### src/hdl/scrf_pkg.sv
`timescale 1ns / 1ps

package scrf_pkg;

  localparam int unsigned DATA_W       = 32;
  localparam int unsigned REGION_COUNT = 8;

  localparam logic [31:0] CTRL_WRITE_MASK = 32'h000F_F085;
  localparam logic [31:0] CTRL_RESET      = 32'h0000_2078;
  localparam logic [31:0] ID_RESET        = 32'h4105_9461;
  localparam logic [31:0] CTYPE_RESET     = 32'h0F0D_2112;
  localparam logic [31:0] TCMSZ_RESET     = 32'h0014_0180;

  localparam int unsigned HIVEC_BIT = 13;

  typedef enum logic [1:0] {
    CFG_IDENTITY   = 2'd0,
    CFG_CACHE_TYPE = 2'd1,
    CFG_TCM_SIZE   = 2'd2
  } cfg_idx_t;

  localparam logic [3:0] PR_REGION = 4'd6;

  // {primary, secondary, opcode2}
  localparam logic [10:0] ADDR_ID     = {4'd0, 4'd0, 3'd0};
  localparam logic [10:0] ADDR_CTYPE  = {4'd0, 4'd0, 3'd1};
  localparam logic [10:0] ADDR_TCMSZ  = {4'd0, 4'd0, 3'd2};
  localparam logic [10:0] ADDR_CTRL   = {4'd1, 4'd0, 3'd0};
  localparam logic [10:0] ADDR_DCACHE = {4'd2, 4'd0, 3'd0};
  localparam logic [10:0] ADDR_ICACHE = {4'd2, 4'd0, 3'd1};
  localparam logic [10:0] ADDR_WBUF   = {4'd3, 4'd0, 3'd0};
  localparam logic [10:0] ADDR_DAP    = {4'd5, 4'd0, 3'd0};
  localparam logic [10:0] ADDR_IAP    = {4'd5, 4'd0, 3'd1};
  localparam logic [10:0] ADDR_DAPX   = {4'd5, 4'd0, 3'd2};
  localparam logic [10:0] ADDR_IAPX   = {4'd5, 4'd0, 3'd3};
  localparam logic [10:0] ADDR_DLOCK  = {4'd9, 4'd0, 3'd0};
  localparam logic [10:0] ADDR_ILOCK  = {4'd9, 4'd0, 3'd1};
  localparam logic [10:0] ADDR_DTCM   = {4'd9, 4'd1, 3'd0};
  localparam logic [10:0] ADDR_ITCM   = {4'd9, 4'd1, 3'd1};

  localparam logic [2:0] OP_REGION_D = 3'd0;
  localparam logic [2:0] OP_REGION_I = 3'd1;

  typedef enum logic [4:0] {
    SEL_NONE,
    SEL_ID,
    SEL_CTYPE,
    SEL_TCMSZ,
    SEL_CTRL,
    SEL_DCACHE,
    SEL_ICACHE,
    SEL_WBUF,
    SEL_DAP,
    SEL_IAP,
    SEL_DAPX,
    SEL_IAPX,
    SEL_DREG,
    SEL_IREG,
    SEL_DLOCK,
    SEL_ILOCK,
    SEL_DTCM,
    SEL_ITCM
  } reg_sel_t;

  typedef struct packed {
    logic        vld;
    logic        wr;
    reg_sel_t    sel;
    logic [3:0]  region;
    logic [31:0] wdata;
  } access_t;

  typedef struct packed {
    logic [31:0] identity;
    logic [31:0] cache_type;
    logic [31:0] tcm_size;
  } id_words_t;

endpackage

### src/hdl/scrf_dec.sv
`timescale 1ns / 1ps

module scrf_dec #(
  parameter int unsigned REGION_COUNT = scrf_pkg::REGION_COUNT
) (
  input  logic [3:0]         primary_reg,
  input  logic [3:0]         secondary_reg,
  input  logic [2:0]         opcode_two,
  output scrf_pkg::reg_sel_t sel
);

  logic [10:0] key;
  logic        region_ok;

  assign key       = {primary_reg, secondary_reg, opcode_two};
  assign region_ok = {1'b0, secondary_reg} < 5'(REGION_COUNT);

  always_comb begin
    sel = scrf_pkg::SEL_NONE;
    if (primary_reg == scrf_pkg::PR_REGION) begin
      if (region_ok && opcode_two == scrf_pkg::OP_REGION_D) begin
        sel = scrf_pkg::SEL_DREG;
      end else if (region_ok && opcode_two == scrf_pkg::OP_REGION_I) begin
        sel = scrf_pkg::SEL_IREG;
      end
    end else begin
      unique case (key)
        scrf_pkg::ADDR_ID:     sel = scrf_pkg::SEL_ID;
        scrf_pkg::ADDR_CTYPE:  sel = scrf_pkg::SEL_CTYPE;
        scrf_pkg::ADDR_TCMSZ:  sel = scrf_pkg::SEL_TCMSZ;
        scrf_pkg::ADDR_CTRL:   sel = scrf_pkg::SEL_CTRL;
        scrf_pkg::ADDR_DCACHE: sel = scrf_pkg::SEL_DCACHE;
        scrf_pkg::ADDR_ICACHE: sel = scrf_pkg::SEL_ICACHE;
        scrf_pkg::ADDR_WBUF:   sel = scrf_pkg::SEL_WBUF;
        scrf_pkg::ADDR_DAP:    sel = scrf_pkg::SEL_DAP;
        scrf_pkg::ADDR_IAP:    sel = scrf_pkg::SEL_IAP;
        scrf_pkg::ADDR_DAPX:   sel = scrf_pkg::SEL_DAPX;
        scrf_pkg::ADDR_IAPX:   sel = scrf_pkg::SEL_IAPX;
        scrf_pkg::ADDR_DLOCK:  sel = scrf_pkg::SEL_DLOCK;
        scrf_pkg::ADDR_ILOCK:  sel = scrf_pkg::SEL_ILOCK;
        scrf_pkg::ADDR_DTCM:   sel = scrf_pkg::SEL_DTCM;
        scrf_pkg::ADDR_ITCM:   sel = scrf_pkg::SEL_ITCM;
        default:               sel = scrf_pkg::SEL_NONE;
      endcase
    end
  end

endmodule

### src/hdl/scrf_regs.sv
`timescale 1ns / 1ps

module scrf_regs #(
  parameter int unsigned REGION_COUNT = scrf_pkg::REGION_COUNT
) (
  input  logic                clk,
  input  logic                rst_n,
  input  scrf_pkg::access_t   acc,
  input  scrf_pkg::id_words_t ids,
  output logic [31:0]         read_data,
  output logic                address_known,
  output logic                high_vectors
);

  localparam int unsigned RIDX_W = (REGION_COUNT > 1) ? $clog2(REGION_COUNT) : 1;

  logic [31:0] ctrl_r, ctrl_nxt;
  logic [31:0] dcache_r, icache_r, wbuf_r;
  logic [31:0] dap_r, iap_r, dapx_r, iapx_r;
  logic [31:0] dlock_r, ilock_r, dtcm_r, itcm_r;
  logic [31:0] dreg_r [REGION_COUNT];
  logic [31:0] ireg_r [REGION_COUNT];

  logic [RIDX_W-1:0] ridx;
  logic              is_id;
  logic              wr_en;
  logic [31:0]       slot_data;

  assign ridx  = acc.region[RIDX_W-1:0];
  assign is_id = (acc.sel == scrf_pkg::SEL_ID) || (acc.sel == scrf_pkg::SEL_CTYPE) ||
                 (acc.sel == scrf_pkg::SEL_TCMSZ);
  assign wr_en = acc.vld && acc.wr && !is_id && (acc.sel != scrf_pkg::SEL_NONE);

  always_comb begin
    ctrl_nxt = ctrl_r;
    if (wr_en && acc.sel == scrf_pkg::SEL_CTRL) begin
      ctrl_nxt = (ctrl_r & ~scrf_pkg::CTRL_WRITE_MASK) |
                 (acc.wdata & scrf_pkg::CTRL_WRITE_MASK);
    end
  end

  always_ff @(posedge clk) begin
    if (!rst_n) begin
      ctrl_r   <= scrf_pkg::CTRL_RESET;
      dcache_r <= '0;
      icache_r <= '0;
      wbuf_r   <= '0;
      dap_r    <= '0;
      iap_r    <= '0;
      dapx_r   <= '0;
      iapx_r   <= '0;
      dlock_r  <= '0;
      ilock_r  <= '0;
      dtcm_r   <= '0;
      itcm_r   <= '0;
      for (int i = 0; i < REGION_COUNT; i++) begin
        dreg_r[i] <= '0;
        ireg_r[i] <= '0;
      end
    end else begin
      ctrl_r <= ctrl_nxt;
      if (wr_en) begin
        case (acc.sel)
          scrf_pkg::SEL_DCACHE: dcache_r     <= acc.wdata;
          scrf_pkg::SEL_ICACHE: icache_r     <= acc.wdata;
          scrf_pkg::SEL_WBUF:   wbuf_r       <= acc.wdata;
          scrf_pkg::SEL_DAP:    dap_r        <= acc.wdata;
          scrf_pkg::SEL_IAP:    iap_r        <= acc.wdata;
          scrf_pkg::SEL_DAPX:   dapx_r       <= acc.wdata;
          scrf_pkg::SEL_IAPX:   iapx_r       <= acc.wdata;
          scrf_pkg::SEL_DLOCK:  dlock_r      <= acc.wdata;
          scrf_pkg::SEL_ILOCK:  ilock_r      <= acc.wdata;
          scrf_pkg::SEL_DTCM:   dtcm_r       <= acc.wdata;
          scrf_pkg::SEL_ITCM:   itcm_r       <= acc.wdata;
          scrf_pkg::SEL_DREG:   dreg_r[ridx] <= acc.wdata;
          scrf_pkg::SEL_IREG:   ireg_r[ridx] <= acc.wdata;
          default: ;
        endcase
      end
    end
  end

  always_comb begin
    unique case (acc.sel)
      scrf_pkg::SEL_ID:     slot_data = ids.identity;
      scrf_pkg::SEL_CTYPE:  slot_data = ids.cache_type;
      scrf_pkg::SEL_TCMSZ:  slot_data = ids.tcm_size;
      scrf_pkg::SEL_CTRL:   slot_data = ctrl_r;
      scrf_pkg::SEL_DCACHE: slot_data = dcache_r;
      scrf_pkg::SEL_ICACHE: slot_data = icache_r;
      scrf_pkg::SEL_WBUF:   slot_data = wbuf_r;
      scrf_pkg::SEL_DAP:    slot_data = dap_r;
      scrf_pkg::SEL_IAP:    slot_data = iap_r;
      scrf_pkg::SEL_DAPX:   slot_data = dapx_r;
      scrf_pkg::SEL_IAPX:   slot_data = iapx_r;
      scrf_pkg::SEL_DLOCK:  slot_data = dlock_r;
      scrf_pkg::SEL_ILOCK:  slot_data = ilock_r;
      scrf_pkg::SEL_DTCM:   slot_data = dtcm_r;
      scrf_pkg::SEL_ITCM:   slot_data = itcm_r;
      scrf_pkg::SEL_DREG:   slot_data = dreg_r[ridx];
      scrf_pkg::SEL_IREG:   slot_data = ireg_r[ridx];
      default:              slot_data = '0;
    endcase
  end

  assign read_data     = acc.wr ? '0 : slot_data;
  assign address_known = acc.wr ? !is_id && (acc.sel != scrf_pkg::SEL_NONE)
                                : (acc.sel != scrf_pkg::SEL_NONE);
  assign high_vectors  = ctrl_nxt[scrf_pkg::HIVEC_BIT];

endmodule

### src/hdl/system_coprocessor_register_file.sv
`timescale 1ns / 1ps

// out_valid and the result pass through the input register, then the result register.
// Throughput: one item per cycle; busy is held low, each access finishes in a single pass.
// Reset (rst_n, synchronous): control word 0x00002078, other coprocessor registers and the
// valid flags zero, ID words to defaults; input and result data registers are not reset.
// The receiver cannot stall; each result stands on the out_ ports for one cycle.
module system_coprocessor_register_file #(
  parameter int unsigned REGION_COUNT = scrf_pkg::REGION_COUNT
) (
  input  logic        clk,
  input  logic        rst_n,
  input  logic        start,
  output logic        busy,
  input  logic        in_command,
  input  logic [3:0]  in_primary_reg,
  input  logic [3:0]  in_secondary_reg,
  input  logic [2:0]  in_opcode_two,
  input  logic [31:0] in_write_data,
  output logic        out_valid,
  output logic [31:0] out_read_data,
  output logic        out_address_known,
  output logic        out_high_vectors,
  input  logic        cfg_we,
  input  logic [1:0]  cfg_index,
  input  logic [31:0] cfg_wdata
);

  logic        vld_r;
  logic        cmd_r;
  logic [3:0]  pr_r, sr_r;
  logic [2:0]  op_r;
  logic [31:0] wd_r;

  scrf_pkg::id_words_t ids_r;
  scrf_pkg::reg_sel_t  sel;
  scrf_pkg::access_t   acc;

  logic [31:0] rd;
  logic        known;
  logic        hv;

  logic        out_valid_r;
  logic [31:0] out_read_data_r;
  logic        out_address_known_r;
  logic        out_high_vectors_r;

  assign busy = 1'b0;

  always_ff @(posedge clk) begin
    if (!rst_n) begin
      vld_r <= 1'b0;
    end else begin
      vld_r <= start && !busy;
    end
  end

  always_ff @(posedge clk) begin
    if (start && !busy) begin
      cmd_r <= in_command;
      pr_r  <= in_primary_reg;
      sr_r  <= in_secondary_reg;
      op_r  <= in_opcode_two;
      wd_r  <= in_write_data;
    end
  end

  always_ff @(posedge clk) begin
    if (!rst_n) begin
      ids_r.identity   <= scrf_pkg::ID_RESET;
      ids_r.cache_type <= scrf_pkg::CTYPE_RESET;
      ids_r.tcm_size   <= scrf_pkg::TCMSZ_RESET;
    end else if (cfg_we) begin
      case (cfg_index)
        scrf_pkg::CFG_IDENTITY:   ids_r.identity   <= cfg_wdata;
        scrf_pkg::CFG_CACHE_TYPE: ids_r.cache_type <= cfg_wdata;
        scrf_pkg::CFG_TCM_SIZE:   ids_r.tcm_size   <= cfg_wdata;
        default: ;
      endcase
    end
  end

  scrf_dec #(
    .REGION_COUNT(REGION_COUNT)
  ) u_dec (
    .primary_reg  (pr_r),
    .secondary_reg(sr_r),
    .opcode_two   (op_r),
    .sel          (sel)
  );

  assign acc.vld    = vld_r;
  assign acc.wr     = cmd_r;
  assign acc.sel    = sel;
  assign acc.region = sr_r;
  assign acc.wdata  = wd_r;

  scrf_regs #(
    .REGION_COUNT(REGION_COUNT)
  ) u_regs (
    .clk          (clk),
    .rst_n        (rst_n),
    .acc          (acc),
    .ids          (ids_r),
    .read_data    (rd),
    .address_known(known),
    .high_vectors (hv)
  );

  always_ff @(posedge clk) begin
    if (!rst_n) begin
      out_valid_r <= 1'b0;
    end else begin
      out_valid_r <= vld_r;
    end
  end

  always_ff @(posedge clk) begin
    if (vld_r) begin
      out_read_data_r     <= rd;
      out_address_known_r <= known;
      out_high_vectors_r  <= hv;
    end
  end

  assign out_valid         = out_valid_r;
  assign out_read_data     = out_read_data_r;
  assign out_address_known = out_address_known_r;
  assign out_high_vectors  = out_high_vectors_r;

  a_strobe_follows_item: assert property (@(posedge clk) disable iff (!rst_n)
    (start && !busy) |=> ##1 out_valid)
    else $error("item accepted without a result two cycles later");

  a_unknown_reads_zero: assert property (@(posedge clk) disable iff (!rst_n)
    (out_valid && !out_address_known) |-> (out_read_data == '0))
    else $error("unknown address returned nonzero data");

  a_write_reads_zero: assert property (@(posedge clk) disable iff (!rst_n)
    (vld_r && cmd_r) |=> (out_valid && out_read_data == '0))
    else $error("write access returned nonzero data");

  a_no_spurious_strobe: assert property (@(posedge clk) disable iff (!rst_n)
    !vld_r |=> !out_valid)
    else $error("result strobe without an item");

endmodule

### config.mk
export PLATFORM = sky130hd
export DESIGN_NAME = system_coprocessor_register_file
export DESIGN_NICKNAME = d
export VERILOG_FILES = /design/src/hdl/scrf_pkg.sv /design/src/hdl/scrf_dec.sv /design/src/hdl/scrf_regs.sv /design/src/hdl/system_coprocessor_register_file.sv
export SDC_FILE = /design/constraint.sdc
export NUM_CORES = 2
export LEC_CHECK = 0
export BUFFER_PORTS_ARGS = -buffer_cell sky130_fd_sc_hd__buf_2
export CORE_ASPECT_RATIO = 0.6
export CORE_MARGIN = 1
export CORE_UTILIZATION = 38
export DETAILED_ROUTE_END_ITERATION = 12
export PLACE_DENSITY = 0.63
export RECOVER_POWER = 50
export SLEW_MARGIN = 30
export SYNTH_ARGS = -nofsm -noshare
export SYNTH_HDL_FRONTEND = slang
export SYNTH_SLANG_ARGS = --single-unit
### constraint.sdc
create_clock -name clk -period 5.15 [get_ports clk]
set_clock_uncertainty 0.1 [all_clocks]
set_input_delay 1.03 -clock clk [delete_from_list [all_inputs] [get_ports clk]]
set_output_delay 1.03 -clock clk [all_outputs]
set_load 0.01 [all_outputs]
==> run summary <==
First-pass GRT wire length - 235000 µm
Reg2Reg Depth - 9
Warning count from the yosys run - 0
Post-Synth Adder-Cell Area - 0%
Htree depth - 3
Tcrit/Tclk final - 91.6%
Worst slew pin tran - 2.83 ns
Failing checks - max-capacitance violations, max-slew violations
CTS sink cnt - 1054
Relative slew slack - -88.9%
Power Total - 0.0180 W
Top_reg_cell synth - edfxtp_1
IO Port Bufs - 116
Mapped Area - 46300 µm²
Largest net degree at the start of global routing - 105
Delay-heaviest family, CP - simple AND/OR/NAND/NOR gates
Pre-CTS setup slack - 0.912 ns
Routability cong. - 0.960
DRT Pass-1 Iters - 6
Hold Buf Count CTS - 0
Total gr overflow - 0
Metal-1 WL - 71900 µm
Met3 WL post-DR - 25300 µm
Initial antenna violation count - 15
Nets@finish - 4302
Critical Path Max Stage Delay - 1.12 ns
Core area - 120000 µm²
Initial core utilization - 38.6%
CTS Buf Count - 95
IO Count - 118
Post-synthesis sequential area ratio - 58.4%
Die W - 453 µm
CTS tree - yes
Max Buffers Root-to-Sink - 3
Fraction of layout cells with a size suffix above 1 - 14.0%
Number of global-route vias before repair - 32041
Hold Path Depth - 2
Slew Limit Fails - 498
Post-Syn Instances - 4275
Most used cell, CP - buf_4
Post_cts resized - 0
Vias/cell - 5.93
Critical setup path kind - flop to flop
Max Clk Rate - 212 MHz
Worst path buffer plus inverter count - 3
Post-synth EDFFs - 590
Skew-Pair Late Insertion Delay - 0.71 ns
Peak VDD IR - 280 µV
Final design utilization - 43.1%
Post-Syn Nets - 4357
DP Wirelength - 108000 µm
Die H - 272 µm
Crit-path cells - or4_1, nor3_1, buf_4, a21oi_1, nand4_1, clkbuf_1, nor2_1, buf_4, and2_1
Detail-routed net length per standard cell - 28.2 µm
Critical path data required time - 5.61 ns
Leak - 17.5 nW
Synth Area in Compound Gates - 10.9%
Power Density - 347 nW/µm²
Post-CTS Setup Bufs - 0
Tmin final - 4.72 ns
Status - complete, but fails checks
CP arrival - 5.17 ns
Post-synth ARST share - 0%
Detailed-route DRC error count - 0
Worst hold slack - 0.346 ns
Antenna-violating nets left - 0
Syn avg cell area - 10.8 µm²
Mux cell area share after synthesis - 7.85%
Largest family of logic cells by synthesized area - simple AND/OR/NAND/NOR gates
Die Footprint - 123000 µm²
Routed wl met2 - 64800 µm
RSZ-0062 raised after global routing - false
WP depth - 9
Area Overhead vs Synth - 11.8%
Post-Synth Simple-Gate Area - 19.0%
Clk slew on worst S/H paths - 0.07 ns
Synth Register Bits - 1054
Slowest CP cell - nor2_1
Root Driver - clkbuf_16
Worst Path Max Fanout - 20
Setup tns final - 0 ns
Worst hold path class - flop to flop
Synth cell types - 84
Post-Synth XOR/XNOR Area - 0.0189%
Highest metal used - met5
Setup slack, reg-to-reg - 0.43 ns
Crit path capture type - flop
Setup violators final - 0
Crit start category - flop
Initial drt markers - 5887
Fill cell count - 11113
Vias - 34963
Hold Fails Final Rpt - 0
Routed WL - 166000 µm
Cell Rows - 98
Total global-route track usage - 26.4%
Post-route setup slack - 0.434 ns
Max cap viols - 10
## path summary, 6_finish.rpt
check               startpoint             endpoint
max                    pr_r[0]  u_regs.ireg_r[4][9]
min          u_regs.itcm_r[20]    u_regs.itcm_r[20]
max reg2reg            pr_r[0]  u_regs.ireg_r[4][9]
min reg2reg  u_regs.itcm_r[20]    u_regs.itcm_r[20]
## cell families (layout without fill, tap and decap cells)
kind of cell	Yosys count	in the layout
AO/OA/AOI/OAI	816	816
XOR/XNOR	1	1
multiplexers	198	198
buffers and inverters	433	457
AND/OR/NAND/NOR	1772	1772
flip-flops	1054	1054
other	1	2
## layout by cell type (no fill, tap or decap), drive strengths merged, types with 8 or more instances in the layout
master / count
a31oi: 9
and3: 9
o21ai: 104
a22o: 28
nor4: 21
nand2: 912
or3: 9
buf: 196
and4: 13
a41oi: 26
nor2: 28
a222oi: 17
a21o: 26
a221oi: 22
a22oi: 55
clkinv: 30
a211oi: 8
mux4: 128
mux2i: 29
nand3b: 9
nor3b: 8
nand4: 26
and2: 529
nand2b: 13
edfxtp: 590
clkbuf: 213
mux2: 41
a2111oi: 14
dfxtp: 464
nor3: 26
a21oi: 449
inv: 10
nand3: 140
## registers in the layout, indices dropped and copies added (netlist names), 32 cells and up, named ones only
register,count
u_regs.ireg_r,256
u_regs.dap_r,32
u_regs.iap_r,32
u_regs.dapx_r,32
u_regs.itcm_r,32
u_regs.dlock_r,32
u_regs.icache_r,32
u_regs.iapx_r,32
ids_r,96
u_regs.ilock_r,32
wd_r,32
u_regs.dreg_r,256
u_regs.dcache_r,32
u_regs.wbuf_r,32
out_read_data,32
u_regs.dtcm_r,32
## worst register-to-register path, stage by stage, from the launching register on
cell      delay [ns]
edfxtp_1        0.85
or4_1           0.38
nor3_1          0.11
buf_4           0.27
a21oi_1         0.64
nand4_1         0.17
clkbuf_1        0.35
nor2_1          1.12
buf_4           0.40
and2_1          0.16
## report_power, final
group	switching, W	internal (W)
logic	0.000936	0.000367
clock network	0.00333	0.00416
registers	0.000123	0.00904
total	0.00439	0.0136
## cell type report
| type | instances | area, µm² | share of cell area [%] |
|---|---|---|---|
| Timing Repair Buffer | 273 | 1760 | 3.41 |
| Sequential cell | 1054 | 27000 | 52.2 |
| Multi-Input combinational cell | 2788 | 17700 | 34.2 |
| Antenna cell | 1 | 2.50 | 0.00484 |
| Tap cell | 1600 | 2000 | 3.87 |
| Clock inverter | 40 | 383 | 0.740 |
| Inverter | 8 | 37.5 | 0.0726 |
| Clock buffer | 136 | 2850 | 5.51 |
## routing by layer
layer | global-route usage, % | up-vias
met2 | 34.4 | 2308
met3 | 9.96 | 261
met1 | 40.0 | 17356
met5 | 0 | -
li1 | - | 15032
met4 | 6.85 | 6
## metrics by stage
step	std cells	cell area, µm²
after floorplan	4275	46300
after global placement	5722	48700
after detailed placement	5722	48800
after CTS	5898	52000
after global routing	5899	51700
final	5900	51700
## cells in the mapped netlist, types with 5 or more instances
cell,count,area share [%]
a2111oi_0,6,0.11
a2111oi_2,7,0.23
a211o_1,7,0.13
a211oi_1,7,0.11
a21o_1,26,0.42
a21oi_1,449,4.9
a221oi_1,22,0.42
a222oi_1,17,0.37
a22o_1,28,0.53
a22oi_1,55,0.89
a31oi_1,9,0.12
a32oi_1,6,0.11
a41oi_1,26,0.49
and2_1,528,7.1
and3_1,9,0.12
and4_1,13,0.25
buf_1,15,0.12
buf_2,88,0.95
buf_4,8,0.13
clkbuf_1,311,2.5
dfxtp_1,464,20
edfxtp_1,590,38
inv_1,8,0.065
mux2_2,41,1.0
mux2i_1,29,0.63
mux4_2,128,6.2
nand2_1,911,7.4
nand2b_1,13,0.18
nand3_1,140,1.5
nand3b_1,9,0.15
nand4_1,26,0.35
nor2_1,28,0.23
nor3_1,14,0.15
nor3_2,10,0.22
nor3b_1,6,0.097
nor4_1,16,0.22
o21ai_0,92,1.0
o21ai_1,12,0.13
o22ai_1,7,0.095
o2bb2ai_1,5,0.095
or3_1,8,0.11
No activity file was read; power rests on OpenSTA's default activity.
